`src/rtl/rdc_pkg.sv`:
```
// Package for the radix digit converter: widths, sequencer states and the
// radix clamp function. No dependencies.
package rdc_pkg;

  localparam int VALUE_BITS  = 31;
  localparam int DIGIT_SLOTS = 32;
  localparam int RADIX_W     = 5;
  localparam int DIGIT_W     = 4;
  localparam int ADDR_W      = $clog2(DIGIT_SLOTS);
  localparam int CNT_W       = $clog2(DIGIT_SLOTS + 1);
  localparam int STEP_W      = $clog2(VALUE_BITS);

  localparam logic [RADIX_W-1:0] RADIX_RESET = RADIX_W'(10);
  localparam logic [RADIX_W-1:0] RADIX_MIN   = RADIX_W'(2);
  localparam logic [RADIX_W-1:0] RADIX_MAX   = RADIX_W'(16);

  typedef enum logic [2:0] {
    ST_IDLE,
    ST_ZERO,
    ST_LAUNCH,
    ST_WAIT,
    ST_READ,
    ST_EMIT
  } state_t;

  // Status returned by the shared divider at the end of one division.
  typedef struct packed {
    logic                  done;
    logic [VALUE_BITS-1:0] quotient;
    logic [DIGIT_W-1:0]    remainder;
  } div_status_t;

  // Saturate the programmed radix into the usable range of two to sixteen.
  function automatic logic [RADIX_W-1:0] clamp_radix(input logic [RADIX_W-1:0] r);
    logic [RADIX_W-1:0] res;
    res = r;
    if (r < RADIX_MIN) begin
      res = RADIX_MIN;
    end else if (r > RADIX_MAX) begin
      res = RADIX_MAX;
    end
    return res;
  endfunction

endpackage

```
`src/rtl/rdc_ram.sv`:
```
// Generic single-write, single-read RAM with a registered read port.
// No dependencies.
module rdc_ram #(
  parameter int WIDTH = 4,
  parameter int DEPTH = 32
) (
  input  logic                     clk,
  input  logic                     we,
  input  logic [$clog2(DEPTH)-1:0] waddr,
  input  logic [WIDTH-1:0]         wdata,
  input  logic [$clog2(DEPTH)-1:0] raddr,
  output logic [WIDTH-1:0]         rdata
);

  logic [WIDTH-1:0] mem [DEPTH];

  always_ff @(posedge clk) begin
    if (we) begin
      mem[waddr] <= wdata;
    end
    rdata <= mem[raddr];
  end

endmodule

```
`src/rtl/rdc_divider.sv`:
```
// Bit-serial restoring divider: one quotient bit per cycle by a small divisor.
// Depends on rdc_pkg.
module rdc_divider
  import rdc_pkg::*;
(
  input  logic                  clk,
  input  logic                  rst,
  input  logic                  start,
  input  logic [VALUE_BITS-1:0] dividend,
  input  logic [RADIX_W-1:0]    divisor,
  output div_status_t           status
);

  logic [VALUE_BITS-1:0] work;
  logic [RADIX_W-1:0]    rem;
  logic [RADIX_W-1:0]    dvsr;
  logic [STEP_W-1:0]     step;
  logic                  active;
  logic                  done;

  logic [RADIX_W:0]      trial;
  logic                  fits;
  logic [RADIX_W:0]      diff;

  always_comb begin
    trial = {rem, work[VALUE_BITS-1]};
    fits  = (trial >= {1'b0, dvsr});
    diff  = trial - {1'b0, dvsr};
  end

  always_ff @(posedge clk) begin
    if (rst) begin
      active <= 1'b0;
      done   <= 1'b0;
      step   <= '0;
    end else begin
      done <= 1'b0;
      if (start) begin
        active <= 1'b1;
        step   <= '0;
      end else if (active) begin
        step <= step + STEP_W'(1);
        if (step == STEP_W'(VALUE_BITS - 1)) begin
          active <= 1'b0;
          done   <= 1'b1;
        end
      end
    end
  end

  always_ff @(posedge clk) begin
    if (start) begin
      work <= dividend;
      rem  <= '0;
      dvsr <= divisor;
    end else if (active) begin
      work <= {work[VALUE_BITS-2:0], fits};
      rem  <= fits ? diff[RADIX_W-1:0] : trial[RADIX_W-1:0];
    end
  end

  // The remainder stays below the divisor, which is at most sixteen.
  assign status.done      = done;
  assign status.quotient  = work;
  assign status.remainder = rem[DIGIT_W-1:0];

endmodule

```
`src/rtl/radix_digit_converter.sv`:
```
// Top level of the radix digit converter: sequencer, digit store and divider.
// Depends on rdc_pkg, rdc_divider and rdc_ram.
//
// Usage. A conversion request is a transfer on the command channel: value is
// taken at a rising edge where start is high and busy is low. busy then stays
// high until the last result of that conversion has been shown.
// The radix register is written through its own channel (cfg_valid,
// cfg_ready, cfg_radix); cfg_ready is always high, and writes are expected
// only while busy is low. Programmed radix values below two act as two and
// values above sixteen act as sixteen. Reset sets the radix to ten.
// Results leave on digit, last_digit and empty_result, each shown for exactly
// one cycle while digit_valid is high; the receiver cannot hold them off.
// Digits come most significant first and last_digit marks the final one.
// A zero value gives one result with digit zero and empty_result set.
// Each digit costs one pass of the shared bit-serial divider, one quotient bit
// per cycle, launched in ST_LAUNCH and collected in ST_WAIT. After the last
// division the ST_READ state primes the digit store read, and then one digit
// is shown per cycle.
// Synchronous active-high reset returns the sequencer to idle and drops any
// conversion in progress; the digit store holds no reset state.
module radix_digit_converter
  import rdc_pkg::*;
(
  input  logic                  clk,
  input  logic                  rst,
  input  logic                  start,
  output logic                  busy,
  input  logic [VALUE_BITS-1:0] value,
  input  logic                  cfg_valid,
  output logic                  cfg_ready,
  input  logic [RADIX_W-1:0]    cfg_radix,
  output logic                  digit_valid,
  output logic [DIGIT_W-1:0]    digit,
  output logic                  last_digit,
  output logic                  empty_result
);

  state_t state, state_next;

  logic [RADIX_W-1:0]    radix;
  logic [VALUE_BITS-1:0] quotient_reg;
  logic [CNT_W-1:0]      digit_count;
  logic [ADDR_W-1:0]     rd_ptr;
  logic [ADDR_W-1:0]     emit_idx;

  logic                  accept;
  logic                  div_start;
  div_status_t           div_status;
  logic [CNT_W-1:0]      count_inc;
  logic                  more_digits;
  logic [DIGIT_W-1:0]    ram_rdata;

  assign accept    = start && !busy;
  assign cfg_ready = 1'b1;
  assign count_inc = digit_count + CNT_W'(1);
  // Keep dividing while a quotient remains and the store still has room.
  assign more_digits = (div_status.quotient != '0) && (count_inc < CNT_W'(DIGIT_SLOTS));

  // Radix register.
  always_ff @(posedge clk) begin
    if (rst) begin
      radix <= RADIX_RESET;
    end else if (cfg_valid && cfg_ready) begin
      radix <= cfg_radix;
    end
  end

  // Next-state logic of the sequencer.
  always_comb begin
    state_next = state;
    unique case (state)
      ST_IDLE: begin
        if (accept) begin
          state_next = (value == '0) ? ST_ZERO : ST_LAUNCH;
        end
      end
      ST_ZERO:   state_next = ST_IDLE;
      ST_LAUNCH: state_next = ST_WAIT;
      ST_WAIT: begin
        if (div_status.done) begin
          state_next = more_digits ? ST_LAUNCH : ST_READ;
        end
      end
      ST_READ: state_next = ST_EMIT;
      ST_EMIT: begin
        if (emit_idx == '0) begin
          state_next = ST_IDLE;
        end
      end
      default: state_next = ST_IDLE;
    endcase
  end

  always_ff @(posedge clk) begin
    if (rst) begin
      state <= ST_IDLE;
    end else begin
      state <= state_next;
    end
  end

  // Output decode of the sequencer.
  always_comb begin
    busy         = 1'b1;
    div_start    = 1'b0;
    digit_valid  = 1'b0;
    digit        = ram_rdata;
    last_digit   = 1'b0;
    empty_result = 1'b0;
    unique case (state)
      ST_IDLE:   busy = 1'b0;
      ST_ZERO: begin
        digit_valid  = 1'b1;
        digit        = '0;
        last_digit   = 1'b1;
        empty_result = 1'b1;
      end
      ST_LAUNCH: div_start = 1'b1;
      ST_WAIT:   ;
      ST_READ:   ;
      ST_EMIT: begin
        digit_valid = 1'b1;
        last_digit  = (emit_idx == '0);
      end
      default:   ;
    endcase
  end

  // Datapath registers: running quotient, digit count and read pointers.
  // The read pointer runs one slot ahead of the digit on the store output.
  always_ff @(posedge clk) begin
    if (rst) begin
      quotient_reg <= '0;
      digit_count  <= '0;
    end else begin
      if (accept) begin
        quotient_reg <= value;
        digit_count  <= '0;
      end else if (state == ST_WAIT && div_status.done) begin
        quotient_reg <= div_status.quotient;
        digit_count  <= count_inc;
      end
    end
  end

  always_ff @(posedge clk) begin
    if (state == ST_WAIT && div_status.done) begin
      rd_ptr <= digit_count[ADDR_W-1:0];
    end else if (state == ST_READ || (state == ST_EMIT && emit_idx != '0)) begin
      emit_idx <= rd_ptr;
      rd_ptr   <= rd_ptr - ADDR_W'(1);
    end
  end

  rdc_divider u_divider (
    .clk      (clk),
    .rst      (rst),
    .start    (div_start),
    .dividend (quotient_reg),
    .divisor  (clamp_radix(radix)),
    .status   (div_status)
  );

  // Remainders are stored least significant first, one slot per division.
  rdc_ram #(
    .WIDTH (DIGIT_W),
    .DEPTH (DIGIT_SLOTS)
  ) u_digit_store (
    .clk   (clk),
    .we    (state == ST_WAIT && div_status.done),
    .waddr (digit_count[ADDR_W-1:0]),
    .wdata (div_status.remainder),
    .raddr (rd_ptr),
    .rdata (ram_rdata)
  );

endmodule
```
`config.mk`:
```
export PLATFORM = sky130hd
export DESIGN_NAME = radix_digit_converter
export DESIGN_NICKNAME = d
export VERILOG_FILES = /design/src/rtl/rdc_pkg.sv /design/src/rtl/rdc_ram.sv /design/src/rtl/rdc_divider.sv /design/src/rtl/radix_digit_converter.sv
export SDC_FILE = /design/constraint.sdc
export NUM_CORES = 1
export LEC_CHECK = 0
export ABC_AREA = 0
export ABC_CLOCK_PERIOD_IN_PS = 2100
export BUFFER_PORTS_ARGS = -buffer_cell sky130_fd_sc_hd__buf_2
export CORE_UTILIZATION = 55
export CTS_CLUSTER_SIZE = 25
export DETAILED_ROUTE_END_ITERATION = 16
export PLACE_DENSITY = 0.87
export SLEW_MARGIN = 25
export SYNTH_ARGS = -nofsm -noshare
export SYNTH_HDL_FRONTEND = slang
export SYNTH_HIERARCHICAL = 1
export SYNTH_SLANG_ARGS = --single-unit
```
`constraint.sdc`:
```
create_clock -name clk -period 2.1 [get_ports clk]
set_input_delay 0.21 -clock clk [delete_from_list [all_inputs] [get_ports clk]]
set_output_delay 0.21 -clock clk [all_outputs]
set_load 0.005 [all_outputs]
```
==> metrics.md <==
| Metric | Value |
|---|---|
| Status | `finished, violations left` |
| Violated checks | `negative setup slack` |
| Max FO, Critical Path | `8` |
| CP dominant cell by count | `mux4_2` |
| Clk Latency, worst-skew pair | `about 0.52 ns` |
| Largest net degree at the start of global routing | `65` |
| GRT Util Overall | `about a quarter` |
| Detailed-route DRC error count | `0` |
| IR drop worst, VDD | `1170 uV` |
| TritonCTS Buffers | `24` |
| Final Critical Period | `between 2 and 2.5 ns` |
| Seq/Total Area, Yosys | `64.4%` |
| Worst Path Buf+Inv | `2` |
| CTS tree | `done` |
| Crit path depth | `5` |
| Antenna violations before repair | `0` |
| # rows | `48` |
| Area of the die | `0.0187 mm2` |
| Worst Skew | `0.0218 ns` |
| Global routing's busiest layer | `met2` |
| Worst EP required | `2.51 ns` |
| Grt total ovfl | `0` |
| Wirelength per Cell | `about 22 um` |
| Total core area | `0.0175 mm2` |
| Routed vias/inst | `roughly 6.3` |
| Asr flop ratio synth | `0%` |
| Synthesized area per cell | `14.0 um2` |
| Area grow syn2layout | `16.5%` |
| Global-route wire length before repair | `roughly 35000 um` |
| CTS Sinks | `235` |
| HPWL Detailed | `around 14000 um` |
| Setup TNS | `-0.151 ns` |
| Nets | `841` |
| Grt met1 use | `32.5%` |
| EDFF count, synth | `174` |
| RePlAce Congestion | `0.833` |
| Pre-antenna DRT Iters | `5` |
| Layout Utilization | `66.5%` |
| WHS Path Cells | `3` |
| DR iter-0 viols | `approximately 600` |
| Period utilisation layout | `103%` |
| Die Span Y | `roughly 140 um` |
| Max frequency | `462 MHz` |
| Kind of critical path | `register to register` |
| Worst path max stage delay | `0.53 ns` |
| Io pins | `49` |
| Initial core utilization | `about 57%` |
| Placed cell areas | `0.0106 mm2` |
| Final Power | `11.4 mW` |
| Max reg flops | `128` |
| Power density over the cells | `a little under 1000 mW/mm2` |
| Multi-input logic area | `0.00331 mm2` |
| RSZ-0062 raised after global routing | `yes` |
| Top_reg_cell synth | `edfxtp_1` |
| Final hold vios | `0` |
| Clock root buffer | `clkbuf_16` |
| Met2 GRT Util | `slightly above 40%` |
| Post-Syn Nets | `767` |
| Met3 Usage GRT | `under 10%` |
| Total number of vias | `6481` |
| Ant. Diodes | `0` |
| Vias in the first global route | `6288` |
| H-tree levels | `1` |
| Worst R2R Path Depth | `5` |
| Register Area | `0.00645 mm2` |
| CP max-delay cell | `mux4_2` |
| Worst hold path class | `input port to register` |
| #FFs+latches synth | `between 200 and 250` |
| Max Cap Violations | `0` |
| Mapped cell area | `~0.010 mm2` |
| Slew @ Worst Pin | `0.749 ns` |
| Pleak | `4.05 nW` |
| Ratio of cells with drive above 1 in the final layout | `26.9%` |
| Cell variety after synth | `52` |
| Clock transition at path regs | `approximately 0.070 ns` |
| Fin. max-slew vios | `0` |
| Die Width | `~140 um` |
| Gate Count Post-Synth | `approximately 720` |
| Crit path max-delay family | `multiplexers` |
| Hold WS | `0.00624 ns` |
| Crit path DAT | `2.58 ns` |
| CP Launch Type | `register` |
| Setup violators final | `4` |
| Endpoint type of the worst setup path | `register` |
| Min setup slack post-route | `-0.0627 ns` |
| Final Cell Area | `between 0.01 and 0.015 mm2` |
| Yosys warnings | `6` |
| Final WL | `22700 um` |
| Clk buf depth | `3` |
| Number of fill cells | `1142` |
| Number of buffers added on ports | `between 40 and 50` |
| Routed Antenna Nets | `0` |
| Worst path cell trace | `buf_12 > clkbuf_16 > mux4_2 > mux4_2 > mux2_2` |
| Slew HR | `50.0%` |
-- metrics by stage --
| step | worst slack, ns | instances |
|---|---|---|
| global route | -0.103 | 1034 |
| CTS | -0.0162 | 1030 |
| detailed placement | -0.0360 | 971 |
| floorplan | -0.0486 | 717 |
| global placement | 0.0474 | 971 |
| finish | -0.0627 | 1034 |
-- layer usage --
layer	vias to the layer above	wire, um
met5	-	0
met1	3220	8790
li1	2853	-
met3	61	1710
met2	347	11500
met4	0	705
-- synthesized netlist by cell type, types with 7 or more instances --
| cell type | n | area (um2) |
|---|---|---|
| nand3_1 | 8 | 40.0 |
| xnor2_1 | 7 | 61.3 |
| buf_2 | 9 | 45.0 |
| mux4_2 | 40 | 901 |
| nand2_1 | 86 | 323 |
| nor2b_1 | 10 | 62.6 |
| a21oi_1 | 13 | 65.1 |
| a311oi_1 | 33 | 289 |
| dfxtp_1 | 61 | 1220 |
| xor2_1 | 7 | 61.3 |
| buf_4 | 9 | 67.6 |
| buf_1 | 7 | 26.3 |
| edfxtp_1 | 174 | 5230 |
| inv_1 | 15 | 56.3 |
| clkbuf_1 | 14 | 52.6 |
| nand4_1 | 7 | 43.8 |
| nor2_1 | 93 | 349 |
| nor4_1 | 15 | 93.8 |
| mux2_2 | 34 | 383 |
| ha_1 | 9 | 113 |
-- cell families (layout without fill, tap and decap cells) --
kind of cell	after synthesis	after routing	share of synthesized area, %
adders and majority gates	10	10	1.33
xor gates and xnor gates	14	14	1.23
and+or+nand+nor	249	249	11.4
buffers and inverters	60	152	3.08
AOI/OAI and AO/OA	71	71	5.40
muxes	77	77	13.1
other	1	1	0.0375
DFF	235	235	64.4
-- path summary, 6_finish.rpt --
| check | from | to | slack (ns) |
|---|---|---|---|
| max | rd_ptr[0]$_DFFE_PP_ | u_digit_store/rdata[1]$_DFF_P_ | -0.06 |
| min | value[23] | quotient_reg[23]$_SDFFE_PP0P_ | 0.006 |
| max reg2reg | rd_ptr[0]$_DFFE_PP_ | u_digit_store/rdata[1]$_DFF_P_ | -0.06 |
| min reg2reg | quotient_reg[21]$_SDFFE_PP0P_ | quotient_reg[21]$_SDFFE_PP0P_ | 0.48 |
-- final cells by class --
cell class | count | share of cell area [%]
clock buffers | 30 | 5.53
multi-input cells | 422 | 28.4
flip-flops and latches | 235 | 55.3
inverters | 16 | 0.515
repair buffers | 92 | 6.44
clock inverters | 14 | 1.44
well taps | 225 | 2.41
-- placed cells by master, fill, tap and decap left out, types with 3 or more instances in the layout --
| master | instances |
|---|---|
| dlygate4sd3_1 | 11 |
| nor2_2 | 9 |
| nand3b_1 | 6 |
| buf_12 | 6 |
| a311oi_1 | 33 |
| ha_1 | 8 |
| a211oi_1 | 3 |
| nand2_1 | 84 |
| mux2i_1 | 3 |
| o21ai_0 | 6 |
| buf_2 | 47 |
| xor2_1 | 7 |
| inv_1 | 13 |
| inv_2 | 3 |
| nor4_1 | 15 |
| a21oi_1 | 13 |
| nor2b_1 | 10 |
| clkbuf_1 | 5 |
| xnor2_1 | 7 |
| nand3_1 | 8 |
| dfxtp_1 | 61 |
| a211o_1 | 4 |
| clkbuf_16 | 27 |
| clkinv_2 | 5 |
| clkinv_1 | 4 |
| nor2_1 | 84 |
| nor3_1 | 6 |
| bufinv_16 | 4 |
| buf_4 | 24 |
| edfxtp_1 | 174 |
| mux4_2 | 40 |
| mux2_2 | 32 |
| nand4_1 | 7 |
| or3b_2 | 3 |
-- worst reg2reg max path: stages (launching register included) --
cell and delay, ns:
edfxtp_1 0.40, buf_12 0.17, clkbuf_16 0.18, mux4_2 0.54, mux4_2 0.50, mux2_2 0.28
-- report_power, final --
group	switching, mW	total, mW	leakage, nW	internal, mW
Sequential	0.171	5.68	2.11	5.51
Combinational	0.825	1.34	1.54	0.514
Clock	1.72	4.38	0.396	2.66
-- what timing repair did --
item / in CTS / in global routing
buffers inserted: 3 / 2
gates cloned: 1 / 2
setup endpoints to repair: 10 / 42
hold buffers: 11 / 0
pin swaps: 4 / 5
endpoints found under the hold margin: 11 / 0
resized for setup: 7 / 11
No activity file was read; power rests on OpenSTA's default activity.
